**src/rtl/pendulum_pid_duty_controller_core_macros.svh**
```systemverilog
// Assertion macros shared by the pendulum PID duty controller RTL.
// Each use expands to one labelled concurrent assertion on clk, disabled in reset.
`ifndef PENDULUM_PID_DUTY_CONTROLLER_CORE_MACROS_SVH
`define PENDULUM_PID_DUTY_CONTROLLER_CORE_MACROS_SVH

// Consequent must hold in the same cycle as the antecedent.
`define PDC_ASSERT_NOW(lbl, ante, cons) \
	lbl: assert property (@(posedge clk) disable iff (!arst_n) (ante) |-> (cons)) \
		else $error("pdc same-cycle check failed");

// Consequent must hold in the cycle after the antecedent.
`define PDC_ASSERT_NEXT(lbl, ante, cons) \
	lbl: assert property (@(posedge clk) disable iff (!arst_n) (ante) |=> (cons)) \
		else $error("pdc next-cycle check failed");

`endif

```
**src/rtl/pdc_pkg.sv**
```systemverilog
// Package for the pendulum PID duty controller: types, register indexes and constants.
// No dependencies; used by pdc_cfg_regs and the top level.
`default_nettype none

package pdc_pkg;

	// Field widths fixed by the interface.
	localparam int unsigned SAMPLE_W = 10;
	localparam int unsigned GAIN_W   = 24;
	localparam int unsigned LIMIT_W  = 23;
	localparam int unsigned THRESH_W = 16;
	localparam int unsigned DUTY_W   = 17;
	localparam int unsigned IDX_W    = 3;

	// Configuration register indexes.
	typedef enum logic [IDX_W-1:0] {
		REG_ZERO_LEVEL     = 3'd0,
		REG_KP_GAIN        = 3'd1,
		REG_KI_GAIN        = 3'd2,
		REG_KD_GAIN        = 3'd3,
		REG_INTEGRAL_LIMIT = 3'd4,
		REG_LED_THRESHOLD  = 3'd5
	} reg_idx_t;

	// LED zone codes.
	typedef enum logic [1:0] {
		ZONE_POS_STRONG = 2'd0,
		ZONE_POS_WEAK   = 2'd1,
		ZONE_NEG_WEAK   = 2'd2,
		ZONE_NEG_STRONG = 2'd3
	} zone_t;

	// Register values after reset.
	localparam logic [SAMPLE_W-1:0]        ZERO_LEVEL_RST = 10'd754;
	localparam logic signed [GAIN_W-1:0]   KP_GAIN_RST    = 24'sd634970;
	localparam logic signed [GAIN_W-1:0]   KI_GAIN_RST    = 24'sd63497;
	localparam logic signed [GAIN_W-1:0]   KD_GAIN_RST    = 24'sd63497;
	localparam logic [LIMIT_W-1:0]         LIMIT_RST      = 23'd1834862;
	localparam logic [THRESH_W-1:0]        THRESH_RST     = 16'd26214;

	// Duty saturation bounds (Q15, full scale).
	localparam logic signed [DUTY_W-1:0] DUTY_MAX = 17'sd32768;
	localparam logic signed [DUTY_W-1:0] DUTY_MIN = -17'sd32768;

	// Configuration as seen by the datapath.
	typedef struct packed {
		logic [SAMPLE_W-1:0]      zero_level;
		logic signed [GAIN_W-1:0] kp_gain;
		logic signed [GAIN_W-1:0] ki_gain;
		logic signed [GAIN_W-1:0] kd_gain;
		logic [LIMIT_W-1:0]       integral_limit;
		logic [THRESH_W-1:0]      led_threshold;
	} cfg_t;

endpackage

`default_nettype wire

```
**src/rtl/pdc_cfg_regs.sv**
```systemverilog
// Configuration register file of the pendulum PID duty controller.
// Depends on pdc_pkg for the register indexes, reset values and cfg_t.
`default_nettype none

module pdc_cfg_regs (
	input  wire logic                            clk,
	input  wire logic                            arst_n,
	input  wire logic                            cfg_valid,
	input  wire logic [pdc_pkg::IDX_W-1:0]       cfg_index,
	input  wire logic [pdc_pkg::GAIN_W-1:0]      cfg_data,
	output pdc_pkg::cfg_t                        cfg
);

	pdc_pkg::cfg_t cfg_q;

	// Writes are always accepted; unknown indexes are dropped.
	always_ff @(posedge clk or negedge arst_n) begin
		if (!arst_n) begin
			cfg_q.zero_level     <= pdc_pkg::ZERO_LEVEL_RST;
			cfg_q.kp_gain        <= pdc_pkg::KP_GAIN_RST;
			cfg_q.ki_gain        <= pdc_pkg::KI_GAIN_RST;
			cfg_q.kd_gain        <= pdc_pkg::KD_GAIN_RST;
			cfg_q.integral_limit <= pdc_pkg::LIMIT_RST;
			cfg_q.led_threshold  <= pdc_pkg::THRESH_RST;
		end else if (cfg_valid) begin
			unique case (pdc_pkg::reg_idx_t'(cfg_index))
				pdc_pkg::REG_ZERO_LEVEL: begin
					cfg_q.zero_level <= cfg_data[pdc_pkg::SAMPLE_W-1:0];
				end
				pdc_pkg::REG_KP_GAIN: begin
					cfg_q.kp_gain <= $signed(cfg_data);
				end
				pdc_pkg::REG_KI_GAIN: begin
					cfg_q.ki_gain <= $signed(cfg_data);
				end
				pdc_pkg::REG_KD_GAIN: begin
					cfg_q.kd_gain <= $signed(cfg_data);
				end
				pdc_pkg::REG_INTEGRAL_LIMIT: begin
					cfg_q.integral_limit <= cfg_data[pdc_pkg::LIMIT_W-1:0];
				end
				pdc_pkg::REG_LED_THRESHOLD: begin
					cfg_q.led_threshold <= cfg_data[pdc_pkg::THRESH_W-1:0];
				end
				default: begin
				end
			endcase
		end
	end

	assign cfg = cfg_q;

endmodule

`default_nettype wire

```
**src/rtl/pendulum_pid_duty_controller_core.sv**
```systemverilog
// Top level of the pendulum PID duty controller: four-stage datapath and handshakes.
// Depends on pdc_pkg, pdc_cfg_regs and pendulum_pid_duty_controller_core_macros.svh.
//
//   Channel   Signals                          Direction   Payload
//   sample    adc_valid / adc_ready            in          adc_sample
//   result    res_valid / res_ready            out         duty, led_zone
//   config    cfg_valid / cfg_ready            in          cfg_index, cfg_data
//
// One item is accepted per cycle unless stalled; it passes sample_s1, the s2 and s3 registers and duty_s4 in order.
// The integral and previous error are updated in stage two, in the same cycle that stage loads.
// Each stage holds only while it is full and the stage after it is blocked.
// Reset clears the configuration to its defaults and the state and valids to zero.
// Configuration writes are taken every cycle (cfg_ready is tied high).
`default_nettype none
`include "pendulum_pid_duty_controller_core_macros.svh"

module pendulum_pid_duty_controller_core (
	input  wire logic                                clk,
	input  wire logic                                arst_n,
	input  wire logic                                adc_valid,
	output logic                                     adc_ready,
	input  wire logic [pdc_pkg::SAMPLE_W-1:0]        adc_sample,
	output logic                                     res_valid,
	input  wire logic                                res_ready,
	output logic signed [pdc_pkg::DUTY_W-1:0]        duty,
	output logic [1:0]                               led_zone,
	input  wire logic                                cfg_valid,
	output logic                                     cfg_ready,
	input  wire logic [pdc_pkg::IDX_W-1:0]           cfg_index,
	input  wire logic [pdc_pkg::GAIN_W-1:0]          cfg_data
);

	pdc_pkg::cfg_t cfg;

	// Pipeline valids and per-stage ready.
	logic v_s1, v_s2, v_s3, v_s4;
	logic rdy_s1, rdy_s2, rdy_s3, rdy_s4;

	// Stage payloads.
	logic [pdc_pkg::SAMPLE_W-1:0] sample_s1;
	logic signed [10:0]           err_s2;
	logic signed [11:0]           derr_s2;
	logic signed [23:0]           integ_s2;
	logic signed [34:0]           pkp_s3;
	logic signed [47:0]           pki_s3;
	logic signed [35:0]           pkd_s3;
	logic signed [pdc_pkg::DUTY_W-1:0] duty_s4;
	pdc_pkg::zone_t               zone_s4;

	// Controller state.
	logic signed [10:0] prev_err_q;
	logic signed [23:0] integ_q;

	// Combinational values.
	logic signed [10:0] err_c;
	logic signed [11:0] derr_c;
	logic signed [24:0] integ_sum_c;
	logic signed [24:0] lim_pos_c;
	logic signed [24:0] lim_neg_c;
	logic signed [23:0] integ_c;
	logic signed [49:0] sum_c;
	logic signed [41:0] shifted_c;
	logic signed [pdc_pkg::DUTY_W-1:0] duty_c;
	logic signed [17:0] thr_pos_c;
	logic signed [17:0] thr_neg_c;
	logic signed [17:0] duty_ext_c;
	pdc_pkg::zone_t     zone_c;
	logic               upd_s2;

	pdc_cfg_regs u_cfg (
		.clk       (clk),
		.arst_n    (arst_n),
		.cfg_valid (cfg_valid),
		.cfg_index (cfg_index),
		.cfg_data  (cfg_data),
		.cfg       (cfg)
	);

	assign cfg_ready = 1'b1;

	// A stage may load when it is empty or its contents move on.
	assign rdy_s4    = !v_s4 || res_ready;
	assign rdy_s3    = !v_s3 || rdy_s4;
	assign rdy_s2    = !v_s2 || rdy_s3;
	assign rdy_s1    = !v_s1 || rdy_s2;
	assign adc_ready = rdy_s1;
	assign upd_s2    = v_s1 && rdy_s2;

	always_ff @(posedge clk or negedge arst_n) begin
		if (!arst_n) begin
			v_s1 <= 1'b0;
			v_s2 <= 1'b0;
			v_s3 <= 1'b0;
			v_s4 <= 1'b0;
		end else begin
			if (rdy_s1) begin
				v_s1 <= adc_valid;
			end
			if (rdy_s2) begin
				v_s2 <= v_s1;
			end
			if (rdy_s3) begin
				v_s3 <= v_s2;
			end
			if (rdy_s4) begin
				v_s4 <= v_s3;
			end
		end
	end

	// Stage 1: input register.
	always_ff @(posedge clk) begin
		if (rdy_s1 && adc_valid) begin
			sample_s1 <= adc_sample;
		end
	end

	// Stage 2: error, derivative and clamped integral.
	assign err_c       = $signed({1'b0, cfg.zero_level}) - $signed({1'b0, sample_s1});
	assign derr_c      = 12'(err_c) - 12'(prev_err_q);
	assign integ_sum_c = 25'(integ_q) + 25'(err_c);
	assign lim_pos_c   = $signed({2'b00, cfg.integral_limit});
	assign lim_neg_c   = -lim_pos_c;

	always_comb begin
		if (integ_sum_c > lim_pos_c) begin
			integ_c = lim_pos_c[23:0];
		end else if (integ_sum_c < lim_neg_c) begin
			integ_c = lim_neg_c[23:0];
		end else begin
			integ_c = integ_sum_c[23:0];
		end
	end

	always_ff @(posedge clk or negedge arst_n) begin
		if (!arst_n) begin
			prev_err_q <= '0;
			integ_q    <= '0;
		end else if (upd_s2) begin
			prev_err_q <= err_c;
			integ_q    <= integ_c;
		end
	end

	always_ff @(posedge clk) begin
		if (upd_s2) begin
			err_s2   <= err_c;
			derr_s2  <= derr_c;
			integ_s2 <= integ_c;
		end
	end

	// Stage 3: the three gain products.
	always_ff @(posedge clk) begin
		if (rdy_s3 && v_s2) begin
			pkp_s3 <= 35'(cfg.kp_gain) * 35'(err_s2);
			pki_s3 <= 48'(cfg.ki_gain) * 48'(integ_s2);
			pkd_s3 <= 36'(cfg.kd_gain) * 36'(derr_s2);
		end
	end

	// Stage 4: sum, floor shift by eight, saturate and classify.
	assign sum_c     = 50'(pkp_s3) + 50'(pki_s3) + 50'(pkd_s3);
	assign shifted_c = sum_c[49:8];

	always_comb begin
		if (shifted_c > 42'(pdc_pkg::DUTY_MAX)) begin
			duty_c = pdc_pkg::DUTY_MAX;
		end else if (shifted_c < 42'(pdc_pkg::DUTY_MIN)) begin
			duty_c = pdc_pkg::DUTY_MIN;
		end else begin
			duty_c = shifted_c[pdc_pkg::DUTY_W-1:0];
		end
	end

	assign thr_pos_c  = $signed({2'b00, cfg.led_threshold});
	assign thr_neg_c  = -thr_pos_c;
	assign duty_ext_c = 18'(duty_c);

	always_comb begin
		if (duty_ext_c > thr_pos_c) begin
			zone_c = pdc_pkg::ZONE_POS_STRONG;
		end else if (!duty_ext_c[17]) begin
			zone_c = pdc_pkg::ZONE_POS_WEAK;
		end else if (duty_ext_c >= thr_neg_c) begin
			zone_c = pdc_pkg::ZONE_NEG_WEAK;
		end else begin
			zone_c = pdc_pkg::ZONE_NEG_STRONG;
		end
	end

	always_ff @(posedge clk) begin
		if (rdy_s4 && v_s3) begin
			duty_s4 <= duty_c;
			zone_s4 <= zone_c;
		end
	end

	assign res_valid = v_s4;
	assign duty      = duty_s4;
	assign led_zone  = zone_s4;

	// Checks on the datapath and state.
	`PDC_ASSERT_NEXT(a_integ_in_limit, upd_s2, (integ_q <= $past(lim_pos_c)) && (integ_q >= $past(lim_neg_c)))
	`PDC_ASSERT_NEXT(a_prev_err_tracks, upd_s2, prev_err_q == $past(err_c))
	`PDC_ASSERT_NOW(a_duty_range, res_valid, (duty_s4 <= pdc_pkg::DUTY_MAX) && (duty_s4 >= pdc_pkg::DUTY_MIN))
	`PDC_ASSERT_NOW(a_zone_sign, res_valid, (zone_s4 == pdc_pkg::ZONE_POS_STRONG || zone_s4 == pdc_pkg::ZONE_POS_WEAK) == !duty_s4[pdc_pkg::DUTY_W-1])

endmodule

`default_nettype wire

```
**config.mk**
```make
export PLATFORM = sky130hd
export DESIGN_NAME = pendulum_pid_duty_controller_core
export DESIGN_NICKNAME = d
export VERILOG_FILES = /design/src/rtl/pdc_pkg.sv /design/src/rtl/pdc_cfg_regs.sv /design/src/rtl/pendulum_pid_duty_controller_core.sv
export VERILOG_INCLUDE_DIRS = /design/src /design/src/rtl
export SDC_FILE = /design/constraint.sdc
export NUM_CORES = 2
export LEC_CHECK = 0
export BUFFER_PORTS_ARGS = -buffer_cell sky130_fd_sc_hd__buf_2
export CAP_MARGIN = 0
export CORE_MARGIN = 2
export CORE_UTILIZATION = 60
export CTS_BUF_LIST = sky130_fd_sc_hd__clkbuf_4 sky130_fd_sc_hd__clkbuf_8
export DETAILED_ROUTE_END_ITERATION = 8
export PLACE_DENSITY = 0.76
export SLEW_MARGIN = 20
export SYNTH_ARGS = -nofsm -noshare
export SYNTH_HDL_FRONTEND = slang
export SYNTH_SLANG_ARGS = --single-unit
```
**constraint.sdc**
```tcl
create_clock -name clk -period 19.8 [get_ports clk]
set_input_delay 3.96 -clock clk [delete_from_list [all_inputs] [get_ports clk]]
set_output_delay 3.96 -clock clk [all_outputs]
set_load 0.01 [all_outputs]
```
## Word-level counts from Yosys, hierarchy flattened

Cells that the tools add are included.

| word-level totals | value |
|---|---|
| bits in registers | 355 |
| bits of input ports | 42 |
| output and inout bits | 22 |
| logic and storage cells | 70 |

| cells by class | value |
|---|---|
| add/sub/neg operators | 7 |
| multiply operators | 3 |
| magnitude comparators | 6 |
| equality and inequality tests | 5 |
| muxes and demuxes | 6 |
| bitwise logic cells | 1 |
| reduce and logical (&&, ||, !) cells | 20 |

Operators with widths:

| operator | number |
|---|---|
| adder 49 x 36 -> 50 bit | 1 |
| adder 35 x 48 -> 49 bit | 1 |
| multiplier 24 x 24 -> 48 bit | 1 |
| 2-to-1 mux 24 bit | 2 |
| > comparator 42 x 17 -> 1 bit (second input constant) | 1 |
| < comparator 42 x 16 -> 1 bit (second input constant) | 1 |
| multiplier 24 x 12 -> 36 bit | 1 |
| multiplier 24 x 11 -> 35 bit | 1 |
| 2-to-1 mux 17 bit | 2 |
| adder 24 x 11 -> 25 bit | 1 |
| > comparator 25 x 24 -> 1 bit | 1 |
| < comparator 25 bit | 1 |
| negator 23 -> 25 bit | 1 |
| greater-or-equal comparator 17 x 18 -> 1 bit | 1 |
| negator 16 -> 18 bit | 1 |
| > comparator 17 bit | 1 |
| AND reduction 2 bit | 6 |
| subtractor 11 x 11 -> 12 bit | 1 |
| subtractor 10 x 10 -> 11 bit | 1 |
| == test 3 x 2 -> 1 bit (second input constant) | 2 |
| == test 3 bit (second input constant) | 2 |
| logical AND 1 bit | 4 |
| zero test 1 bit | 4 |
| logical OR 1 bit | 4 |
| other kinds (5) | 6 |

## Longest topological paths before layout

| logic depth | value |
|---|---|
| depth after elaboration | 8 |
| mapped depth | 36 |
| depth with buffers taken out | 34 |

## Hierarchy

A second synthesis with hierarchy kept.

| second synthesis, totals | value |
|---|---|
| cells, all modules | 6090 |
| area, all modules | 60416.7 um^2 |

By module, submodules not included:

| module | instances | cells each | area each (um^2) | sequential area each (um^2) |
|---|---|---|---|---|
| pendulum_pid_duty_controller_core | 1 | 5829 | 55537.0 | 6831.6 |
| pdc_cfg_regs | 1 | 261 | 4879.7 | 3095.5 |

## Worst setup path before layout

OpenSTA, ideal clock, no wires.

| path | value |
|---|---|
| path type | input port to output port |
| start point | input res_ready |
| end point | output adc_ready |
| data arrival time | 4376 ps |
| data required time | 15840 ps |
| path slack | 11464 ps |
| stages on the path | 2 |
| path buffers | 0 |
| cell sequence | nor2b_1 -> nand4_1 |

| between the ends | value |
|---|---|
| longest elaborated chain between the ends | 4 |

RTL lines:

| element | line | source |
|---|---|---|
| start: declaration | pendulum_pid_duty_controller_core.sv:24 | `input wire logic res_ready,` |
| logical OR 1 bit | pendulum_pid_duty_controller_core.sv:82 | `assign rdy_s4 = !v_s4 \|\| res_ready;` |
| logical OR 1 bit | pendulum_pid_duty_controller_core.sv:83 | `assign rdy_s3 = !v_s3 \|\| rdy_s4;` |
| logical OR 1 bit | pendulum_pid_duty_controller_core.sv:84 | `assign rdy_s2 = !v_s2 \|\| rdy_s3;` |
| logical OR 1 bit | pendulum_pid_duty_controller_core.sv:85 | `assign rdy_s1 = !v_s1 \|\| rdy_s2;` |
| end: declaration | pendulum_pid_duty_controller_core.sv:21 | `output logic adc_ready,` |

Every way passes these cells.

## Final worst setup path

Same ends and word-level chain as after synthesis.

==> impl_metrics.toml <==
[critical_path]
path_depth = 4
worst-path-buf-inv = 2
worstSetupEndpoint = "adc_ready"
critPathMostFrequentCell = "buf_2"
path_class = "primary input to output port"
cp-start-kind = "primary input"
worst-path-max-fanout = 5
crit_path_end_kind = "output port"
worstPathRequired_ns = 15.84
r2r-end = "pki_s3[47]"
crit_slowest_cell = "nor2b_1"
r2r_setup_slack_ns = 11.23
cp.arrival_ns = 4.66
cp-startpoint = "res_ready"
crit_family = "simple AND/OR/NAND/NOR gates"
path_cells = "buf_2, nor2b_1, nand4_1, buf_2"
max_stage_delay_ns = 0.26
rr_startpoint = "integ_s2[3]"
reg2reg_depth = 23

[synthesis]
yosysTopAreaCell = "fa_1"
ys_warn_count = 0
synth_flop_cell = "edfxtp_1"
synth_edf_count = 195
syn_area_per_cell_um2 = 9.741
async_flop_share = 0.4507
synth_top_area_share = 0.3775
syn_inst = 6255
synthTopCellsByArea = "fa_1 (38%), edfxtp_1 (9.6%), ha_1 (9.4%)"
synth_seq_cells = 355
synth.distinct_cells = 96
syn-num-nets = 7904
synth_seq_area_share = 0.1629
synth_area_um2 = 60930

[final_layout]
stdcell_count = 7596
final_nets = 7825
area_growth_pct = 4.748
drive_gt1_frac = 0.07307
design_area_um2 = 63820
fillers = 8095

[timing]
period_minus_slack_ns = 8.617
setup_slack_ns = 11.18
finClkSkew_ns = 0.03566
setup_viol = 0
min_period_over_period = 0.4352
tns_ns = 0
max_slew_margin = 0.2086
fmax_mhz = 116.0
hold_viol = 0
worst_pin_slew_ns = 1.187
finalMaxSlewViolations = 0
grt_setup_unrepaired = "false"

[detailed_routing]
first_iter_violations = 3796
vias = 43800
drt-pass1-iter-count = 6
route.detailed.drc = 0
vias_per_cell = 5.766
wl_um = 155400
wl_per_cell_um = 20.46
ant_nets = 0

[clock_tree]
insertion_delay_ns = 0.70
htree_levels = 2
cts_resized = 0
tritoncts = "yes"
max-clock-path-buffers = 3
cts_num_sinks = 355
cts_hold_buf = 0
clk_pin_slew_ns = 0.07
cts_setup_buffers = 0
numCtsBuffers = 59
root_buffer = "clkbuf_8"

[status]
status = "finished clean"

[run]
maxCapViolations = 0

[floorplan]
io_pins = 64
core-area_um2 = 100400
start_util = 0.6067
row_count = 116
die_y_um = 322.7
die_w_um = 322.7
fp.dieArea_um2 = 104100

[worst_hold_path]
hold_path_class = "flop to flop"

[place]
dp_hpwl_um = 122200
portBuffers = 62
dpl_cell_area_um2 = 62320
preCtsSetupSlack_ns = 11.18
dpl.cell_count = 7469
globalplace.congestion = 0.9469

[grt]
antenna_found_initial = 8
grt_pass1_vias = 45820
grt_pass1_wl_um = 250800
met2_usage = 0.4954
grtUsageMet1 = 0.4303
grt_max_degree = 100
overflow = 0
grt_usage = 0.3115
met3_usage = 0.07220
grt_busiest_layer = "met2"
stage by stage:
| step | hold slack (ns) | util |
|---|---|---|
| final | 0.5031 | 0.6355 |
| after global routing | 0.5221 | 0.6352 |
| after CTS | 0.5056 | 0.6346 |
| after detailed placement | 0.4901 | 0.6205 |
| after global placement | 0.4715 | 0.6205 |
| after floorplan | 0.4551 | - |
cell families (layout without fill, tap and decap cells):
kind of cell	Yosys count	count (layout)	share of synthesized area
simple gates	1772	1772	0.1431
fa+ha+maj	1607	1607	0.4716
buf+inv	1465	1437	0.09126
compound gates	718	718	0.07748
flops	355	355	0.1629
xor+xnor	208	208	0.02990
mux	129	129	0.02370
other cells	1	13	0.00006155
cells in the mapped netlist, types with 10 or more instances:
cell / n
a211o_1: 12
a211oi_1: 24
a21boi_0: 14
a21o_1: 94
a21oi_1: 177
a31o_2: 10
a31oi_1: 28
and2_1: 437
and3_1: 21
and4_1: 12
buf_2: 13
clkbuf_1: 230
dfrtp_1: 106
dfstp_2: 54
edfxtp_1: 195
fa_1: 1149
ha_1: 458
inv_1: 1213
mux2_2: 118
mux2i_1: 10
nand2_1: 788
nand2b_1: 92
nand3_1: 57
nand4_1: 49
nor2_1: 165
nor2b_1: 29
nor3_1: 47
nor4_1: 15
o211ai_1: 18
o21a_1: 45
o21ai_0: 149
o21bai_1: 20
o31ai_1: 16
or3_1: 21
xnor2_1: 162
xor2_1: 46
layout by cell type (no fill, tap or decap), types with 47 or more instances in the layout:
cell | synthesis | layout
dfstp_2 | 54 | 54
inv_1 | 1213 | 1212
o21ai_0 | 149 | 149
buf_2 | 13 | 61
nand2b_1 | 92 | 92
buf_4 | 5 | 47
dfrtp_1 | 106 | 106
nand3_1 | 57 | 57
mux2_2 | 118 | 118
nor2_1 | 165 | 165
xnor2_1 | 162 | 162
edfxtp_1 | 195 | 195
clkbuf_8 | 0 | 71
and2_1 | 437 | 436
ha_1 | 458 | 457
a21o_1 | 94 | 94
a21oi_1 | 177 | 177
fa_1 | 1149 | 1149
nand4_1 | 49 | 49
nand2_1 | 788 | 788
layer usage:
layer / share of wire / vias up
li1: - / 19410
met4: 0.029 / 6
met5: 0.00026 / -
met2: 0.46 / 1896
met1: 0.41 / 22240
met3: 0.10 / 252
sequential cells by signal, indices dropped and copies added, names as in the netlist:
signal	count
v_s2	1
led_zone	2
err_s2	11
prev_err_q	11
sample_s1	10
res_valid	1
pkp_s3	35
duty	17
v_s1	1
integ_q	24
pkd_s3	36
v_s3	1
integ_s2	24
derr_s2	12
pki_s3	48
u_cfg.cfg	121
worst min path at each step:
stage	startpoint	depth (start not counted)	end
floorplan	integ_q[11]	2	integ_q[11]
global placement	integ_q[23]	2	integ_q[23]
detailed placement	integ_q[23]	2	integ_q[23]
CTS	integ_q[13]	2	integ_q[13]
global route	v_s1	1	v_s2
finish	integ_q[13]	2	integ_q[13]
area by class of cell:
| class | instances | area (µm²) | share of cell area |
|---|---|---|---|
| clock buffer | 88 | 1105 | 0.01731 |
| timing repair buffer | 112 | 726.9 | 0.01139 |
| multi-input combinational | 4435 | 45470 | 0.7124 |
| antenna | 12 | 30.03 | 0.0004705 |
| sequential | 355 | 9927 | 0.1555 |
| inverter | 1213 | 4554 | 0.07136 |
| tap | 1357 | 1698 | 0.02660 |
| clock inverter | 24 | 312.8 | 0.004901 |
worst reg2reg max path: cells and delay by family, from the launching register on:
kind,cells,cell delay (ns)
adders and majority gates,8,3.87
and+or+nand+nor,4,0.95
xor gates and xnor gates,1,0.13
DFF,1,1.01
AOI/OAI and AO/OA,7,2.17
buffers and inverters,3,0.16
Power is not shown: default switching activity piles up to over one toggle a cycle in this logic, so the estimate is an artifact.
